--- src/sv/hcl_pkg.sv ---
`default_nettype none
package hcl_pkg;

	localparam int POS_W = 6;
	localparam logic [POS_W-1:0] POS_CAP = '1;

	localparam logic [1:0] KIND_SET  = 2'd0;
	localparam logic [1:0] KIND_GET  = 2'd1;
	localparam logic [1:0] KIND_MAC  = 2'd2;
	// command code with no line format behind it
	localparam logic [1:0] KIND_NONE = 2'd3;

	localparam logic [1:0] STATUS_OK  = 2'd0;
	localparam logic [1:0] STATUS_FMT = 2'd1;
	localparam logic [1:0] STATUS_CHK = 2'd2;

	localparam logic [7:0] CH_SPACE = 8'd32;
	localparam logic [7:0] CH_LF    = 8'd10;
	localparam logic [7:0] CH_CR    = 8'd13;
	localparam logic [7:0] CH_COLON = 8'h3a;

	localparam int SG_KEY_LEN  = 3;
	localparam int MAC_KEY_LEN = 6;

	typedef enum logic [3:0] {
		ROLE_SKIP, ROLE_SPACE, ROLE_ADDR, ROLE_DATA, ROLE_MACHI, ROLE_MACLO,
		ROLE_COLON, ROLE_CHKHI, ROLE_CHKLO, ROLE_END, ROLE_BAD
	} role_t;

	typedef enum logic [1:0] {
		PH_HI, PH_LO, PH_COLON
	} phase_t;

	typedef struct packed {
		logic [7:0] char_in;
		logic [1:0] command;
	} char_word_t;

	typedef struct packed {
		logic [1:0]  status;
		logic [1:0]  kind;
		logic [11:0] address;
		logic [7:0]  data_byte;
		logic [47:0] mac_address;
	} result_word_t;

	typedef struct packed {
		logic         valid;
		result_word_t word;
	} result_bus_t;

	// returns {valid, nibble}
	function automatic logic [4:0] hex_digit(input logic [7:0] c);
		logic [4:0] r;
		r = 5'd0;
		if (c >= 8'h30 && c <= 8'h39) begin
			r = {1'b1, 4'(c - 8'h30)};
		end else if (c >= 8'h41 && c <= 8'h46) begin
			r = {1'b1, 4'(c - 8'h37)};
		end else if (c >= 8'h61 && c <= 8'h66) begin
			r = {1'b1, 4'(c - 8'h57)};
		end
		return r;
	endfunction

endpackage
`default_nettype wire

--- src/sv/hcl_role.sv ---
`default_nettype none
module hcl_role #(
	parameter int ADDR_DIGITS = 3,
	parameter int MAC_BYTES = 6
) (
	input  wire logic [1:0]                kind,
	input  wire logic [hcl_pkg::POS_W-1:0] pos,
	input  wire hcl_pkg::phase_t           phase,
	output hcl_pkg::role_t                 role
);
	import hcl_pkg::*;

	localparam int SG_ADDR0  = SG_KEY_LEN + 1;
	localparam int SG_SP1    = SG_ADDR0 + ADDR_DIGITS;
	localparam int SET_DATA0 = SG_SP1 + 1;
	localparam int SET_SP2   = SET_DATA0 + 2;
	localparam int SET_CHK0  = SET_SP2 + 1;
	localparam int GET_CHK0  = SG_SP1 + 1;
	localparam int MAC0      = MAC_KEY_LEN + 1;
	localparam int MAC_SP    = MAC0 + 3 * MAC_BYTES - 1;
	localparam int MAC_CHK0  = MAC_SP + 1;

	logic [POS_W-1:0] chk0;

	always_comb begin
		unique case (kind)
			KIND_SET: chk0 = POS_W'(SET_CHK0);
			KIND_GET: chk0 = POS_W'(GET_CHK0);
			default:  chk0 = POS_W'(MAC_CHK0);
		endcase
	end

	always_comb begin
		role = ROLE_BAD;
		if (kind == KIND_MAC) begin
			if (pos < POS_W'(MAC_KEY_LEN)) begin
				role = ROLE_SKIP;
			end else if (pos == POS_W'(MAC_KEY_LEN)) begin
				role = ROLE_SPACE;
			end else if (pos < POS_W'(MAC_SP)) begin
				unique case (phase)
					PH_HI:   role = ROLE_MACHI;
					PH_LO:   role = ROLE_MACLO;
					default: role = ROLE_COLON;
				endcase
			end else if (pos == POS_W'(MAC_SP)) begin
				role = ROLE_SPACE;
			end
		end else if (kind == KIND_SET || kind == KIND_GET) begin
			if (pos < POS_W'(SG_KEY_LEN)) begin
				role = ROLE_SKIP;
			end else if (pos == POS_W'(SG_KEY_LEN)) begin
				role = ROLE_SPACE;
			end else if (pos < POS_W'(SG_SP1)) begin
				role = ROLE_ADDR;
			end else if (pos == POS_W'(SG_SP1)) begin
				role = ROLE_SPACE;
			end else if (kind == KIND_SET && pos < POS_W'(SET_SP2)) begin
				role = ROLE_DATA;
			end else if (kind == KIND_SET && pos == POS_W'(SET_SP2)) begin
				role = ROLE_SPACE;
			end
		end
		if (kind != KIND_NONE) begin
			if (pos == chk0) begin
				role = ROLE_CHKHI;
			end else if (pos == chk0 + POS_W'(1)) begin
				role = ROLE_CHKLO;
			end else if (pos == chk0 + POS_W'(2)) begin
				role = ROLE_END;
			end else if (pos > chk0 + POS_W'(2)) begin
				role = ROLE_BAD;
			end
		end
	end

endmodule
`default_nettype wire

--- src/sv/hcl_core.sv ---
`default_nettype none
module hcl_core #(
	parameter int ADDR_DIGITS = 3,
	parameter int MAC_BYTES = 6
) (
	input  wire logic                clk,
	input  wire logic                arst_n,
	input  wire logic                fire,
	input  wire hcl_pkg::char_word_t word_s1,
	input  wire logic                result_stall,
	output hcl_pkg::result_bus_t     result
);
	import hcl_pkg::*;

	logic [POS_W-1:0] pos_q;
	logic [1:0]       kind_q;
	logic             ferr_q;
	logic [11:0]      addr_q;
	logic [7:0]       data_q;
	logic [47:0]      mac_q;
	logic [7:0]       chk_q;
	phase_t           phase_q;

	logic             res_valid_q;
	result_word_t     res_word_q;

	logic [1:0]  kind_eff;
	role_t       role;
	logic [4:0]  hex;
	logic [3:0]  nib;
	logic        eol;
	logic [7:0]  sum;
	logic [1:0]  status;
	logic [47:0] mac_next;

	assign kind_eff = (pos_q == '0) ? word_s1.command : kind_q;
	assign eol      = (word_s1.char_in == CH_LF) || (word_s1.char_in == CH_CR);
	assign hex      = hex_digit(word_s1.char_in);
	assign nib      = hex[3:0];
	assign mac_next = {mac_q[43:0], nib};

	hcl_role #(.ADDR_DIGITS(ADDR_DIGITS), .MAC_BYTES(MAC_BYTES)) u_role (
		.kind  (kind_eff),
		.pos   (pos_q),
		.phase (phase_q),
		.role  (role)
	);

	always_comb begin
		sum = chk_q;
		if (kind_eff == KIND_SET) begin
			sum = chk_q + addr_q[7:0] + data_q;
		end else if (kind_eff == KIND_GET) begin
			sum = chk_q + addr_q[7:0];
		end
		if (ferr_q || role != ROLE_END) begin
			status = STATUS_FMT;
		end else if (sum == 8'd0) begin
			status = STATUS_OK;
		end else begin
			status = STATUS_CHK;
		end
	end

	// per-line state, cleared at every line end
	always_ff @(posedge clk or negedge arst_n) begin
		if (!arst_n) begin
			pos_q   <= '0;
			kind_q  <= KIND_SET;
			ferr_q  <= 1'b0;
			addr_q  <= '0;
			data_q  <= '0;
			mac_q   <= '0;
			chk_q   <= '0;
			phase_q <= PH_HI;
		end else if (fire) begin
			if (eol) begin
				pos_q   <= '0;
				kind_q  <= KIND_SET;
				ferr_q  <= 1'b0;
				addr_q  <= '0;
				data_q  <= '0;
				mac_q   <= '0;
				chk_q   <= '0;
				phase_q <= PH_HI;
			end else begin
				kind_q <= kind_eff;
				if (pos_q != POS_CAP) begin
					pos_q <= pos_q + POS_W'(1);
				end
				case (role)
					ROLE_MACHI: phase_q <= PH_LO;
					ROLE_MACLO: phase_q <= PH_COLON;
					ROLE_COLON: phase_q <= PH_HI;
					default: ;
				endcase
				case (role)
					ROLE_SKIP: ;
					ROLE_SPACE: begin
						if (word_s1.char_in != CH_SPACE) ferr_q <= 1'b1;
					end
					ROLE_COLON: begin
						if (word_s1.char_in != CH_COLON) ferr_q <= 1'b1;
					end
					ROLE_ADDR, ROLE_DATA, ROLE_MACHI, ROLE_MACLO, ROLE_CHKHI,
					ROLE_CHKLO: begin
						if (!hex[4]) begin
							ferr_q <= 1'b1;
						end else if (role == ROLE_ADDR) begin
							addr_q <= {addr_q[7:0], nib};
						end else if (role == ROLE_DATA) begin
							data_q <= {data_q[3:0], nib};
						end else if (role == ROLE_MACHI) begin
							mac_q <= mac_next;
						end else if (role == ROLE_MACLO) begin
							mac_q <= mac_next;
							chk_q <= chk_q + mac_next[7:0];
						end else if (role == ROLE_CHKHI) begin
							chk_q <= chk_q - {nib, 4'd0};
						end else begin
							chk_q <= chk_q - {4'd0, nib};
						end
					end
					default: ferr_q <= 1'b1;
				endcase
			end
		end
	end

	always_ff @(posedge clk or negedge arst_n) begin
		if (!arst_n) begin
			res_valid_q <= 1'b0;
		end else if (fire && eol) begin
			res_valid_q <= 1'b1;
		end else if (!result_stall) begin
			res_valid_q <= 1'b0;
		end
	end

	always_ff @(posedge clk) begin
		if (fire && eol) begin
			res_word_q.status      <= status;
			res_word_q.kind        <= kind_eff;
			res_word_q.address     <= addr_q;
			res_word_q.data_byte   <= data_q;
			res_word_q.mac_address <= mac_q;
		end
	end

	assign result.valid = res_valid_q;
	assign result.word  = res_word_q;

endmodule
`default_nettype wire

--- src/sv/hex_command_line_parser.sv ---
`default_nettype none
// Parses a serial command line one character per word. The command kind is
// sampled with the first character of a line: set ("KKK AAA DD CC"), get
// ("KKK AAA CC") or mac set ("KKKKKK HH:HH:HH:HH:HH:HH CC"). The keyword is
// skipped; spaces, hex digits (either case), colons and the checksum are
// checked. Every CR or LF ends the line and yields exactly one result word
// with status ok, format error or checksum error, plus the fields parsed so
// far (fields that a kind does not parse read zero). Characters with no
// result produce nothing on the result side. Throughput is one character
// per clock while no result is held back; the result of an accepted line
// end passes through the input register and then the result register. The
// per-line state lives in a single registered update loop in the core, so
// back-to-back characters are processed without bubbles. The input stalls
// only while a result waits, stalled, in the result register.
module hex_command_line_parser #(
	parameter int ADDR_DIGITS = 3,
	parameter int MAC_BYTES = 6
) (
	input  wire logic                  clk,
	input  wire logic                  arst_n,
	input  wire logic                  char_valid,
	output logic                       char_stall,
	input  wire hcl_pkg::char_word_t   char_word,
	output logic                       result_valid,
	input  wire logic                  result_stall,
	output hcl_pkg::result_word_t      result_word
);
	import hcl_pkg::*;

	// input register
	logic        valid_s1;
	char_word_t  word_s1;
	logic        advance;
	logic        fire;
	logic        accept;
	result_bus_t result;

	// the input stage drains unless a finished result is still held back
	assign advance    = !(result.valid && result_stall);
	assign fire       = valid_s1 && advance;
	assign char_stall = valid_s1 && !advance;
	assign accept     = char_valid && !char_stall;

	always_ff @(posedge clk or negedge arst_n) begin
		if (!arst_n) begin
			valid_s1 <= 1'b0;
		end else if (accept) begin
			valid_s1 <= 1'b1;
		end else if (advance) begin
			valid_s1 <= 1'b0;
		end
	end

	always_ff @(posedge clk) begin
		if (accept) begin
			word_s1 <= char_word;
		end
	end

	// line state and result register
	hcl_core #(.ADDR_DIGITS(ADDR_DIGITS), .MAC_BYTES(MAC_BYTES)) u_core (
		.clk          (clk),
		.arst_n       (arst_n),
		.fire         (fire),
		.word_s1      (word_s1),
		.result_stall (result_stall),
		.result       (result)
	);

	assign result_valid = result.valid;
	assign result_word  = result.word;

	// a clean line always has a known kind
	a_ok_kind: assert property (@(posedge clk) disable iff (!arst_n)
		result_valid && result_word.status == STATUS_OK |-> result_word.kind != KIND_NONE)
		else $error("ok status reported for unused kind");

	// the input side only stalls with an occupied input register and a result waiting
	a_stall_full: assert property (@(posedge clk) disable iff (!arst_n)
		char_stall |-> valid_s1 && result_valid)
		else $error("input stalled with nothing waiting");

	// a mac line never carries set/get fields
	a_mac_fields: assert property (@(posedge clk) disable iff (!arst_n)
		result_valid && result_word.kind == KIND_MAC
		|-> result_word.address == 12'd0 && result_word.data_byte == 8'd0)
		else $error("mac result carries address or data");

	// a get line never carries a data byte or mac
	a_get_fields: assert property (@(posedge clk) disable iff (!arst_n)
		result_valid && result_word.kind == KIND_GET
		|-> result_word.data_byte == 8'd0 && result_word.mac_address == 48'd0)
		else $error("get result carries data or mac");

endmodule
`default_nettype wire
--- config.mk ---
export PLATFORM = sky130hd
export DESIGN_NAME = hex_command_line_parser
export DESIGN_NICKNAME = d
export VERILOG_FILES = /design/src/sv/hcl_pkg.sv /design/src/sv/hcl_role.sv /design/src/sv/hcl_core.sv /design/src/sv/hex_command_line_parser.sv
export SDC_FILE = /design/constraint.sdc
export NUM_CORES = 1
export LEC_CHECK = 0
export BUFFER_PORTS_ARGS = -buffer_cell sky130_fd_sc_hd__buf_2
export CORE_MARGIN = 5
export CORE_UTILIZATION = 59
export DETAILED_ROUTE_END_ITERATION = 10
export GPL_TIMING_DRIVEN = 1
export MAX_ROUTING_LAYER = met4
export PLACE_DENSITY = 0.91
export SYNTH_ARGS = -nofsm -noshare
export SYNTH_HDL_FRONTEND = slang
export SYNTH_SLANG_ARGS = --single-unit
--- constraint.sdc ---
create_clock -name clk -period 6.3 [get_ports clk]
set_input_delay 1.26 -clock clk [delete_from_list [all_inputs] [get_ports clk]]
set_output_delay 1.26 -clock clk [all_outputs]
set_load 0.02 [all_outputs]
# ---- Word-level counts from Yosys, hierarchy flattened
# Index checks and enable logic that the tools add are counted.
dict set report op_classes {
  n_addsub 11
  magnitude_cmp 12
  eq_ne 35
  n_mux 64
  reduce_logical 35
}
# op count
set ops {}
lappend ops {{$mux W48} 7}
lappend ops {{$mux W8} 15}
lappend ops {{$mux W4} 17}
lappend ops {{$mux W12} 4}
lappend ops {{$add A8 B8 Y8} 3}
lappend ops {{$eq A6 B6 Y1} 3}
lappend ops {{$eq A4 B3 Y1 const B} 4}
lappend ops {{$eq A8 B4 Y1 const B} 2}
lappend ops {{$ge A8 B7 Y1 const B} 2}
lappend ops {{$le A8 B7 Y1 const B} 2}
lappend ops {{$ne A8 B6 Y1 const B} 2}
lappend ops {{$mux W5} 3}
lappend ops {{$add A6 B1 Y6 const B} 2}
lappend ops {{$eq A6 B3 Y1 const B} 2}
lappend ops {{$lt A6 B3 Y1 const B} 2}
lappend ops {{$mux W6} 2}
lappend ops {{$reduce_and A6 Y1} 2}
lappend ops {{$logic_and A1 B1 Y1} 10}
lappend ops {{$ne A2 B1 Y1 const B} 5}
lappend ops {{$pmux W5 S2} 1}
lappend ops {{$reduce_and A5 Y1} 2}
lappend ops {{$reduce_bool A2 Y1} 5}
lappend ops {{$eq A4 B2 Y1 const B} 2}
lappend ops {{$ge A8 B6 Y1 const B} 1}
lappend ops {{38 further kinds} 57}
dict set report word_totals {
  reg_bits 171
  in_bits 14
  out_inout_bits 74
  elab_cells 174
}

# ---- Depth between registers and ports, before layout
dict set report logic_depth {
  depth_word 26
  mapped_depth 20
  mapped_depth_nobuf 18
}

# ---- By module
# From an unflattened synthesis, not the netlist that was laid out.
dict set report unflattened {
  cells_unflattened 756
  area_unflattened_um2 8339.2
}
# module n_inst cells_per_inst area_each_um2 seq_area_each_um2
set by_module_without_submodules {}
lappend by_module_without_submodules {hcl_core 1 670 7473.4 4364.2}
lappend by_module_without_submodules {hcl_role 1 70 506.7 0.0}
lappend by_module_without_submodules {hex_command_line_parser 1 16 359.1 325.3}

# ---- Worst setup path before layout
# Ideal clock, no wire load.
dict set report synth_timing {
  path_type {input-to-reg}
  from {input port result_stall}
  to {register u_core.data_q[0]}
  setup_ps 125
  arrival_ps 4505
  required_time_ps 6175
  slack_ps 1670
  cell_stages 6
  n_path_buf 0
  cell_sequence {nand2_1 -> and2_1 -> nand2_1 -> clkinv_1 -> a31oi_1 -> mux2_2}
}
dict set report synth_via {
  elab_chain_cells 4
}
# element line
set synth_rtl {}
lappend synth_rtl {{start: declaration} hex_command_line_parser.sv:25} ;# input wire logic result_stall,
lappend synth_rtl {{$logic_and A1 B1 Y1} hex_command_line_parser.sv:39} ;# assign advance = !(result.valid && result_stall);
lappend synth_rtl {{$logic_not A1 Y1} hex_command_line_parser.sv:39}
lappend synth_rtl {{$logic_and A1 B1 Y1} hex_command_line_parser.sv:40} ;# assign fire = valid_s1 && advance;
lappend synth_rtl {{$reduce_and A5 Y1 (no source line)} n/a}
lappend synth_rtl {{end signal: assignment} hcl_core.sv:112} ;# data_q <= {data_q[3:0], nib};
lappend synth_rtl {{end: declaration} hcl_core.sv:19} ;# logic [7:0] data_q;
# No other way between the ends.
# A chain may end at the register's enable or synchronous reset.

# ---- Worst setup path in the final report
dict set report layout_timing {
  from {register u_core.pos_q[3]}
  to {register u_core.data_q[2]}
}
dict set report layout_via {
  elab_chain_cells 21
  elab_cells_between_ends 54
  classes_between {2 x add/sub; 6 x order compare; 18 x eq/ne; 19 x mux; 9 x reduce/logical}
}
# element line
set layout_rtl {}
lappend layout_rtl {{start: declaration} hcl_core.sv:15} ;# logic [POS_W-1:0] pos_q;
lappend layout_rtl {{start signal: assignment} hcl_core.sv:89} ;# pos_q <= pos_q + POS_W'(1);
lappend layout_rtl {{branches (longest 16 deep; another with $add A6 B2 Y6)} n/a}
lappend layout_rtl {{$mux W4 *} hcl_role.sv:64} ;# if (kind != KIND_NONE) begin
lappend layout_rtl {{$eq A4 B4 Y1, or another cell as far along} hcl_core.sv:97} ;# case (role)
lappend layout_rtl {{$reduce_or A6 Y1} hcl_core.sv:97}
lappend layout_rtl {{$reduce_bool A2 Y1 (no source line)} n/a}
lappend layout_rtl {{$reduce_and A5 Y1 (no source line) *} n/a}
# Mark *: on every way between the ends.

==> flow_summary.yaml <==
sta:
  fin_ws_ns: 1.09
  fmax_ghz: 0.192
  post-route-min-period_ns: 5.21
  setup_tns_ns: 0
  max-slew-margin-rel_pct: 25.0
  hold_viol_final: 0
  finalCritPeriodShare_pct: 82.7
  setup_viol: 0
  tightest_slew_ns: 1.12
  skew_ns: 0.00883
  grt_setup_unrepaired: "no"
  slew_viol_final: 0
place:
  portBuffers: 87
  post-dp-hpwl_microns: 12100
  gp_congestion: 0.928
  dp.cells: 1001
  place_ws_ns: 1.22
synth:
  synth.most_common_cell: "nand2_1"
  seq_area_frac_synth_pct: 56.9
  synth-seq-cells: 171
  synth-edff-count: 82
  syn_nets: 816
  syn_area_sq_um: 8240
  synth_area_leader_cell: "edfxtp_1"
  synthFlopType: "dfrtp_1"
  yosys_warnings: 0
  syn_area_per_cell_sq_um: 10.9
  yosysTopAreaCellShare_pct: 29.9
  yosys.cell_types.count: 74
  async_flop_share_pct: 52.0
  netlist_instances: 758
  yosys-top-cells-area: "edfxtp_1 30%, dfrtp_1 27%, nand2_1 6.2%"
  synth_common_cells: "137 x nand2_1, 89 x dfrtp_1, 82 x edfxtp_1"
grt:
  grt_first_pass_wirelength_microns: 29300
  grt_pass1_vias: 5947
  antenna_found_initial: 0
  gr-total-overflow: 0
  track_usage_pct: 23.3
  grt_max_degree: 96
power_and_ir_drop:
  pwr-share-comb_pct: 32.9
  switching_share_pct: 35.5
  switchingPower_mw: 1.27
  p_int_mw: 2.31
  p_per_area_nw_per_um2: 381
  power_frac_seq_pct: 39.5
  p_leak_nw: 3.98
  vdd.ir_drop.worst_v: 0.000213
  power_frac_clock_pct: 27.7
critical_path:
  cp-end-kind: "register"
  cp_cell_sequence: "or3_1, nor2_2, mux2i_1, nand2_1, ha_1, nand4b_1, o21ai_0, o41ai_1, nor2_1, nor3_1, a31oi_1, mux2_2"
  cp_slowest_cell: "a31oi_1"
  path_depth: 12
  critPathMaxFanout: 15
  path_buf_inv: 0
  cp-start-kind: "register"
  critPathArrivalTime_ns: 5.51
  critPathKind: "register to register"
  critPathMaxStageDelay_ns: 0.85
  worstPathRequired_ns: 6.60
  crit_family: "simple AND/OR/NAND/NOR gates"
  worst_r2r_path_depth: 12
drt:
  dr.first_iter.drc_count: 545
  viasPerCell: 5.86
  wl_per_cell_microns: 17.3
  vias: 6051
  antenna_left: 0
  drc_errors: 0
  drtPass1Iterations: 5
  drt_wl_total_microns: 17900
clock_tree:
  cts_sinks: 171
  cts_resized: 0
  ctsHoldBuffers: 0
  numCtsBuffers: 17
  clk_latency_ns: 0.42
  root_buffer: "clkbuf_16"
  cts.clk_slew.worst_paths_ns: 0.06
  postCtsSetupBuffers: 0
  cts_tree: "built"
  cts_max_path_buffers: 2
  htreeDepth: 4
min_path:
  hold_class: "register to register"
  holdPathStages: 0
finish:
  diodes: 0
  fin_util_pct: 68.1
  drive_gt1_share_pct: 16.8
  multi_input_area_sq_um: 3310
  fillCellCount: 1004
  nets: 898
  stdcell_count: 1033
  seq_area_sq_um: 4690
  area_delta_synth_final_pct: 13.9
floorplan:
  die_x_microns: 128
  dieArea_sq_um: 16400
  ios: 88
  initial_core_util_pct: 59.8
  rows: 43
  die_h_microns: 128
  core_sq_um: 13800
run_status:
  outcome: "finished clean"
flow_run:
  cap_violations: 0
==> stage by stage <==
stage               hold WS [ns]  area [sq um]  total power, mW
finish                     0.450          9390             3.58
global route               0.468          9390             3.79
CTS                        0.453          9390             3.57
detailed placement         0.438          8830             2.58
global placement           0.428          8830             2.55
floorplan                  0.425          8240             2.31
==> power groups by stage <==
stage / Sequential [mW] / Combinational [mW] / Clock (mW)
after CTS: 1.41 / 1.16 / 1.00
final: 1.41 / 1.18 / 0.990
after global routing: 1.43 / 1.31 / 1.06
after detailed placement: 1.43 / 1.15 / 0
after floorplan: 1.35 / 0.956 / 0
after global placement: 1.42 / 1.13 / 0
==> flip-flops by register name, summed over array words and instances (netlist names) <==
name	flops
u_core.data_q	8
u_core.res_valid_q	1
u_core.chk_q	8
u_core.mac_q	48
u_core.pos_q	6
word_s1	10
u_core.phase_q	2
u_core.addr_q	12
u_core.result	72
valid_s1	1
u_core.kind_q	2
u_core.ferr_q	1
==> final timing paths <==
| path | from | endpoint | slack [ns] |
|---|---|---|---|
| worst max-delay path | u_core.pos_q[3]$_DFFE_PN0P_ | u_core.data_q[2]$_DFFE_PN0P_ | 1.09 |
| worst min-delay path | u_core.mac_q[46]$_DFFE_PN0P_ | u_core.result[46]$_DFFE_PP_ | 0.45 |
| worst max register to register | u_core.pos_q[3]$_DFFE_PN0P_ | u_core.data_q[2]$_DFFE_PN0P_ | 1.09 |
| worst min register to register | u_core.mac_q[46]$_DFFE_PN0P_ | u_core.result[46]$_DFFE_PP_ | 0.45 |
| max in group asynchronous | arst_n | u_core.addr_q[10]$_DFFE_PN0P_ | 4.39 |
| min in group asynchronous | arst_n | u_core.pos_q[0]$_DFFE_PN0P_ | 0.71 |
==> area by class of cell <==
| class | instances | share of cell area, % |
|---|---|---|
| flip-flops and latches | 171 | 50.0 |
| multi-input cells | 525 | 35.3 |
| repair buffers | 92 | 5.07 |
| clock buffers | 20 | 4.76 |
| well taps | 180 | 2.40 |
| inverters | 33 | 1.33 |
| clock inverters | 12 | 1.20 |
==> placed cells by master, fill, tap and decap left out, drive strengths merged, types with 3 or more instances in the layout <==
cell | Yosys | final
nand2 | 137 | 137
buf | 6 | 92
dfrtp | 89 | 89
edfxtp | 82 | 82
o21ai | 80 | 80
nor2 | 40 | 40
ha | 39 | 39
inv | 32 | 36
a21oi | 28 | 28
clkbuf | 23 | 20
xnor2 | 16 | 16
a21o | 15 | 15
nand3 | 14 | 14
nand2b | 12 | 12
nor3 | 12 | 12
o211ai | 10 | 10
xor2 | 9 | 9
mux2 | 7 | 7
and2 | 6 | 6
a31oi | 6 | 6
nor4 | 6 | 6
clkinv | 1 | 6
nor2b | 5 | 5
fa | 5 | 5
o31ai | 5 | 5
o21a | 4 | 4
nor3b | 4 | 4
o22ai | 4 | 4
or4 | 4 | 4
o41ai | 4 | 4
o21bai | 3 | 3
or3 | 3 | 3
mux2i | 3 | 3
and3 | 3 | 3
nand4 | 3 | 3
o32ai | 3 | 3
a211oi | 3 | 3
==> cells by family after synthesis <==
| kind of cell | synth area share (%) |
|---|---|
| xor+xnor | 2.66 |
| flops | 56.9 |
| mux | 1.32 |
| compound gates | 14.7 |
| fa+ha+maj | 7.14 |
| buf+inv | 2.96 |
| simple gates | 14.3 |
==> per-layer routing <==
metal  vias to the layer above  part of all wire, %  track usage (%)
met2                       244                   49             37.3
met3                        41                  6.0             4.08
met4                         0                  2.3             9.24
li1                       2889                    -                -
met5                         -                    0                -
met1                      2877                   43             29.7
Note: power is estimated with default switching activity, not from simulation.
